[config.mk]
export PLATFORM = sky130hd
export DESIGN_NAME = art_cell
export DESIGN_NICKNAME = d
export VERILOG_FILES = /design/src/design/art_pkg.sv /design/src/design/art_cell.sv
export SDC_FILE = /design/constraint.sdc
export NUM_CORES = 1
export LEC_CHECK = 0
export BUFFER_PORTS_ARGS = -buffer_cell sky130_fd_sc_hd__buf_4
export CORE_MARGIN = 2
export CORE_UTILIZATION = 52
export DETAILED_ROUTE_END_ITERATION = 8
export GPL_ROUTABILITY_DRIVEN = 0
export HOLD_SLACK_MARGIN = 0.02
export PLACE_DENSITY = 0.82
export SLEW_MARGIN = 20
export SYNTH_ARGS = -nofsm -noshare
export SYNTH_HDL_FRONTEND = slang
export SYNTH_SLANG_ARGS = --single-unit
[constraint.sdc]
create_clock -name clk -period 3.75 [get_ports clk]
set_input_delay 0.1875 -clock clk [delete_from_list [all_inputs] [get_ports clk]]
set_output_delay 0.1875 -clock clk [all_outputs]
set_load 0.01 [all_outputs]
[src/design/art_pkg.sv]
// art_pkg: shared types and codes for the address region table.
// Holds the transaction structs, status and command codes, the token that
// walks the cell chain and the control state type. No dependencies.
package art_pkg;

  localparam int MAX_REGIONS_DEF = 16;

  localparam logic CMD_ADD    = 1'b0;
  localparam logic CMD_LOOKUP = 1'b1;

  localparam logic [2:0] ST_OK       = 3'd0;
  localparam logic [2:0] ST_FULL     = 3'd1;
  localparam logic [2:0] ST_OVERLAP  = 3'd2;
  localparam logic [2:0] ST_UNMAPPED = 3'd3;
  localparam logic [2:0] ST_SPANS    = 3'd4;

  typedef struct packed {
    logic        cmd;
    logic [31:0] address;
    logic [31:0] length;
  } in_item_t;

  typedef struct packed {
    logic [2:0]  status;
    logic [3:0]  region_index;
    logic [31:0] region_offset;
    logic [31:0] first_part_length;
  } out_item_t;

  // Search token handed from cell to cell.
  typedef struct packed {
    logic        cmd;
    logic [31:0] addr;
    logic [32:0] acc_end;
    logic        hit;
    logic [3:0]  hit_idx;
    logic [31:0] hit_off;
    logic        span;
    logic [3:0]  span_idx;
    logic [31:0] span_off;
    logic [31:0] span_first;
    logic        ovl;
  } tok_t;

  typedef enum logic {
    S_IDLE,
    S_RUN
  } state_t;

endpackage

[src/design/art_cell.sv]
// art_cell: one region slot of the address region table chain.
// Stores one base and end, checks the passing token against them and
// registers the token for the next cell. Depends on art_pkg.
module art_cell #(
  parameter int IDX = 0
) (
  input  logic         clk,
  input  logic         rst_n,
  input  logic         cell_vld,
  input  logic         wr_en,
  input  logic [31:0]  wr_base,
  input  logic [32:0]  wr_end,
  input  logic         vld_in,
  input  art_pkg::tok_t tok_in,
  output logic         vld_out,
  output art_pkg::tok_t tok_out
);
  import art_pkg::*;

  logic [31:0] base_r;
  logic [32:0] end_r;
  logic        vld_r;
  tok_t        tok_r;
  tok_t        tok_nxt;
  logic        base_le;
  logic        cov_end;
  logic        in_reg;
  logic        ovl_hit;

  always_comb begin
    tok_nxt = tok_in;
    base_le = base_r <= tok_in.addr;
    cov_end = tok_in.acc_end <= end_r;
    in_reg  = {1'b0, tok_in.addr} < end_r;
    ovl_hit = in_reg && ({1'b0, base_r} < tok_in.acc_end);
    if (cell_vld) begin
      // lowest index wins a full hit
      if (!tok_in.hit && base_le && cov_end) begin
        tok_nxt.hit     = 1'b1;
        tok_nxt.hit_idx = 4'(IDX);
        tok_nxt.hit_off = tok_in.addr - base_r;
      end
      // highest index wins the start-address match
      if (base_le && in_reg) begin
        tok_nxt.span       = 1'b1;
        tok_nxt.span_idx   = 4'(IDX);
        tok_nxt.span_off   = tok_in.addr - base_r;
        tok_nxt.span_first = 32'(end_r - {1'b0, tok_in.addr});
      end
      if (ovl_hit) begin
        tok_nxt.ovl = 1'b1;
      end
    end
  end

  always_ff @(posedge clk) begin
    if (wr_en) begin
      base_r <= wr_base;
      end_r  <= wr_end;
    end
    tok_r <= tok_nxt;
  end

  always_ff @(posedge clk) begin
    if (!rst_n) begin
      vld_r <= 1'b0;
    end else begin
      vld_r <= vld_in;
    end
  end

  assign vld_out = vld_r;
  assign tok_out = tok_r;

endmodule

# [Yosys cells after proc, flatten, opt, wreduce, memory -nomap -nowiden]
# Index checks and enable logic that the tools add are counted.
[word_totals] reg_bits=239 inputBits=243 elab_cells=29
[op_classes] addsub=2 n_lt_le_gt_ge=4 muxes=4 reduce_logical=5
[op_table] op="107-bit two-way mux" n=1
[op_table] op="69-bit two-way mux" n=1
[op_table] op="32-bit by 33-bit less-than comparator with 1-bit output" n=2
[op_table] op="32-bit subtractor" n=2
[op_table] op="37-bit two-way mux" n=1
[op_table] op="33-bit less-or-equal comparator" n=1
[op_table] op="32-bit less-or-equal comparator" n=1
[op_table] op="1-bit logical AND" n=4
[op_table] op="1-bit logical NOT" n=1
[op_table] op="1-bit two-way mux" n=1

# [Depth between registers and ports, before layout]
[depth] ltp_word=5 depth_mapped=15

# [Worst setup path before layout]
# OpenSTA, ideal clock, no wires.
[synth_timing] path_kind="register -> register" start="register base_r[0]" end="register tok_r, in the netlist tok_out[77]" arrival_ns=2.588 t_required_ns=3.629 setup_slack_ns=1.040 stages_incl_launch_ff=15 n_path_buf=2 path_cell_list="edfxtp_1 > ha_1 > inv_1 > fa_1 > a21o_1 > a31oi_1 > o21bai_2 > o21ai_1 > o211ai_1 > a32oi_1 > a21oi_1 > nor2b_1 > buf_6 > buf_6 > mux2_4"
[synth_rtl] item="start: declaration" line_no="art_cell.sv:20" source="logic [31:0] base_r;"
[synth_rtl] item="start signal: assignment" line_no="art_cell.sv:58" source="base_r <= wr_base;"
[synth_rtl] item="end signal: assignment" line_no="art_cell.sv:61" source="tok_r <= tok_nxt;"
[synth_rtl] item="end: declaration" line_no="art_cell.sv:23" source="tok_t tok_r;"

==> results by group <==
Pwr
  – Net Sw Frac: 0.3145
  – Pwr dens: about 420 mW/mm2
  – Flop pwr share: 0.370
  – P_leak: approximately 0.0096 uW
  – Internal cell power: 5585 uW
  – Clock Power Share: 0.327
  – Combinational Power Share: 0.303
  – Peak supply drop: between 300 and 400 uV
  – Sw Pwr: roughly 2600 uW

Logic synthesis
  – Synth Register Bits: 239
  – FFs w/ async S/R, synth: 0
  – Dominant synthesized flop cell: dfxtp_1
  – Synth cell types: between 60 and 70
  – Post-synth EDFFs: 65
  – Cells after synthesis: around 1300
  – Syn nets: 1655
  – Synthesized area: about 0.013 mm2
  – Part of the Yosys area used for sequential elements: 0.4236
  – Syn Area/Cell: about 10 um2
  – Yosys warning count: 0

Floorplan
  – Rows: 57
  – Die area: ~0.026 mm2
  – Die W: ~160 um
  – Core ar.: ~0.024 mm2
  – Initial Utilization: 0.5292
  – IO Count: 417
  – Die Ht: ~160 um

STA
  – Min cycle time layout: ~3.6 ns
  – RSZ-0062 raised after global routing: false
  – Period utilisation layout: 0.9712
  – Setup TNS: 0 ns
  – Final Slew Violations: 0
  – Slew headroom: 0.3726
  – Slew @ Worst Pin: ~0.94 ns
  – Fin. Hold Viols: 0
  – Final Setup Violations: 0
  – Worst setup margin: ~0.11 ns
  – F_max: around 0.27 GHz
  – Max Clock Skew: roughly 0.026 ns

Global route
  – Largest net degree at the start of global routing: 74
  – Initial antenna violation count: 7
  – GRT Resource Usage Total: 0.3810
  – Number of global-route vias before repair: ~14000
  – Wire length of the first global-routing pass: 76610 um
  – Remaining Overflow, GRT: 0

Placement
  – Dpl ws: between 0.5 and 0.6 ns
  – HPWL Detailed: ~32000 um
  – IO buf count: 416

CTS
  – Clk buf depth: 3
  – H-tree Lvls: 1
  – CTS tree: built
  – Num CTS Buffers: 26
  – Clock Pin Slew Worst Setup and Hold Paths: 0.07 ns
  – Clock root buffer: clkbuf_16
  – Clk_lat worst skew: approximately 0.55 ns
  – Post-CTS setup buffer count: 0
  – Clk sinks: between 200 and 250

Worst setup path
  – Critical path endpoint category: flip-flop
  – Setup Crit Path Kind: reg2reg
  – Data required, critical path: a little over 4 ns
  – CP max FO: 4
  – CP Data Arrival Time: just over 4 ns
  – Worst setup SP type: flip-flop

Route
  – Starting DRT DRC Count: 1566
  – Post-route DRC: 0
  – Routed WL: just over 50000 um
  – ANT nets after route: 0
  – First-pass DRT Iterations: 6
  – Vias per cell: ~5.8
  – Vias: between 10000 and 15000
  – Wire length per cell: 22.79 um

Cells and area
  – Fraction of layout cells with a size suffix above 1: 0.2818
  – Fillers: 1351
  – Layout area overhead: 51.84%
  – Final nets: roughly 2300

Flow run
  – Max-cap violations: 0

Min path
  – Worst Hold Class: in2reg

Outcome
  – Status: finished clean
-- cell usage in the layout (no fill, tap or decap), types with 4 or more instances in the layout --
cell / netlist / routed
buf_4: 1 / 418
dlygate4sd3_1: 0 / 240
dfxtp_1: 174 / 174
ha_1: 159 / 159
inv_1: 147 / 147
a21oi_1: 85 / 85
o21ai_0: 78 / 78
nand2_1: 77 / 77
a21o_1: 65 / 65
edfxtp_1: 65 / 65
mux2_4: 54 / 54
nor2_1: 42 / 42
xnor2_1: 34 / 34
clkbuf_16: 0 / 29
nand4_1: 24 / 24
xor2_1: 21 / 21
nor2b_1: 16 / 15
nor3_1: 14 / 14
nand3_1: 13 / 13
a31oi_1: 13 / 13
nand2b_1: 12 / 12
o21bai_1: 12 / 12
mux2_2: 9 / 9
o211ai_1: 8 / 8
a211oi_1: 7 / 7
diode_2: 0 / 6
o21a_1: 6 / 6
and3_1: 6 / 6
a21boi_0: 6 / 6
and2_1: 6 / 6
o31ai_1: 5 / 5
a221oi_1: 4 / 4
clkinv_2: 0 / 4
-- state kept, by name, summed over array words and instances, names as in the netlist --
| signal | cells |
|---|---|
| end_r | 33 |
| tok_out | 173 |
| base_r | 32 |
| vld_out | 1 |
-- cells by family (layout without fill, tap and decap cells) --
group	count (synthesis)	in the layout	share of synthesized area
AOI/OAI and AO/OA	317	317	0.1573
DFF	239	239	0.4236
and+or+nand+nor	227	227	0.08747
buffers and inverters	187	856	0.06329
adders and majority gates	161	161	0.1582
muxes	65	65	0.07265
xor gates and xnor gates	55	55	0.03754
other	0	6	0
-- power by group through the flow --
stage	clock network [uW]	registers [uW]	logic [uW]
CTS	2630	3000	2310
global route	2770	3030	2600
finish	2660	3020	2470
global placement	0	3040	2030
detailed placement	0	3050	2080
floorplan	0	3120	1100
-- worst max-delay path: stages (launching register included) --
cell	delay, ns
edfxtp_1	0.40
inv_1	0.06
ha_1	0.24
fa_1	0.45
nand2b_1	0.18
a21boi_0	0.30
a311o_1	0.32
a31oi_1	0.22
o41ai_2	0.41
a31oi_1	0.28
o311ai_0	0.49
o21ai_0	0.16
-- what timing repair did --
action	in CTS	in global routing
gates resized for setup	0	0
hold buffers	240	0
endpoints found under the hold margin	239	0
-- cell usage after synthesis (all sizes together), types with 3 or more instances --
library cell / instances / area share
a21oi: 85 / 0.033
edfxtp: 65 / 0.15
nand3: 13 / 0.0051
a31oi: 13 / 0.0063
a221oi: 4 / 0.0027
mux2: 63 / 0.071
a211o: 3 / 0.0020
inv: 147 / 0.043
o21ai: 81 / 0.032
or2: 3 / 0.0017
nand4: 25 / 0.013
clkbuf: 14 / 0.0042
nand2: 77 / 0.023
xnor2: 34 / 0.023
nor2: 42 / 0.012
nand2b: 12 / 0.0059
nor2b: 16 / 0.0078
and3: 6 / 0.0029
buf: 26 / 0.016
o21a: 6 / 0.0035
o21bai: 13 / 0.0079
xor2: 21 / 0.014
o31ai: 5 / 0.0029
ha: 159 / 0.16
nor3: 14 / 0.0055
and2: 6 / 0.0029
a21o: 65 / 0.038
a2111oi: 3 / 0.0035
a211oi: 8 / 0.0051
and4: 3 / 0.0020
a21boi: 6 / 0.0035
o211ai: 8 / 0.0047
dfxtp: 174 / 0.27
-- routing by layer --
metal  GRT usage  share of wire  up-vias
li1            -              -     5684
met1      0.4230           0.35     6022
met2      0.6518           0.47     1001
met3      0.1091           0.11      298
met4      0.2248          0.072        2
met5           0        0.00021        -
-- path summary, 6_finish.rpt --
check	from	end	slack (ns)	cells past startpoint
min	cell_vld	tok_out[0]	0.12	3
min reg2reg	end_r[0]	tok_out[1]	0.68	2
max reg2reg	end_r[0]	tok_out[31]	0.11	11
max	end_r[0]	tok_out[31]	0.11	11
-- layout make-up --
type | count | area, um2 | area share
Tap cell | 324 | 405.4 | 0.02081
Sequential cell | 239 | 5435 | 0.2790
Timing Repair Buffer | 661 | 5600 | 0.2875
Clock buffer | 34 | 764.5 | 0.03924
Clock inverter | 14 | 118.9 | 0.006101
Multi-Input combinational cell | 825 | 6591 | 0.3383
Inverter | 147 | 551.8 | 0.02832
Antenna cell | 6 | 15.01 | 0.0007707
-- stage by stage --
stage	hold slack (ns)	power, uW	utilization	area (um2)	std cells
floorplan	0.2152	4224	-	12830	1251
global placement	0.2935	5077	0.6673	16180	1956
detailed placement	0.2990	5130	0.6673	16180	1956
CTS	0.1048	7939	0.8028	19470	2244
global route	0.08134	8396	0.8031	19470	2247
finish	0.1198	8148	0.8035	19480	2250
No activity file was read; power rests on OpenSTA's default activity.
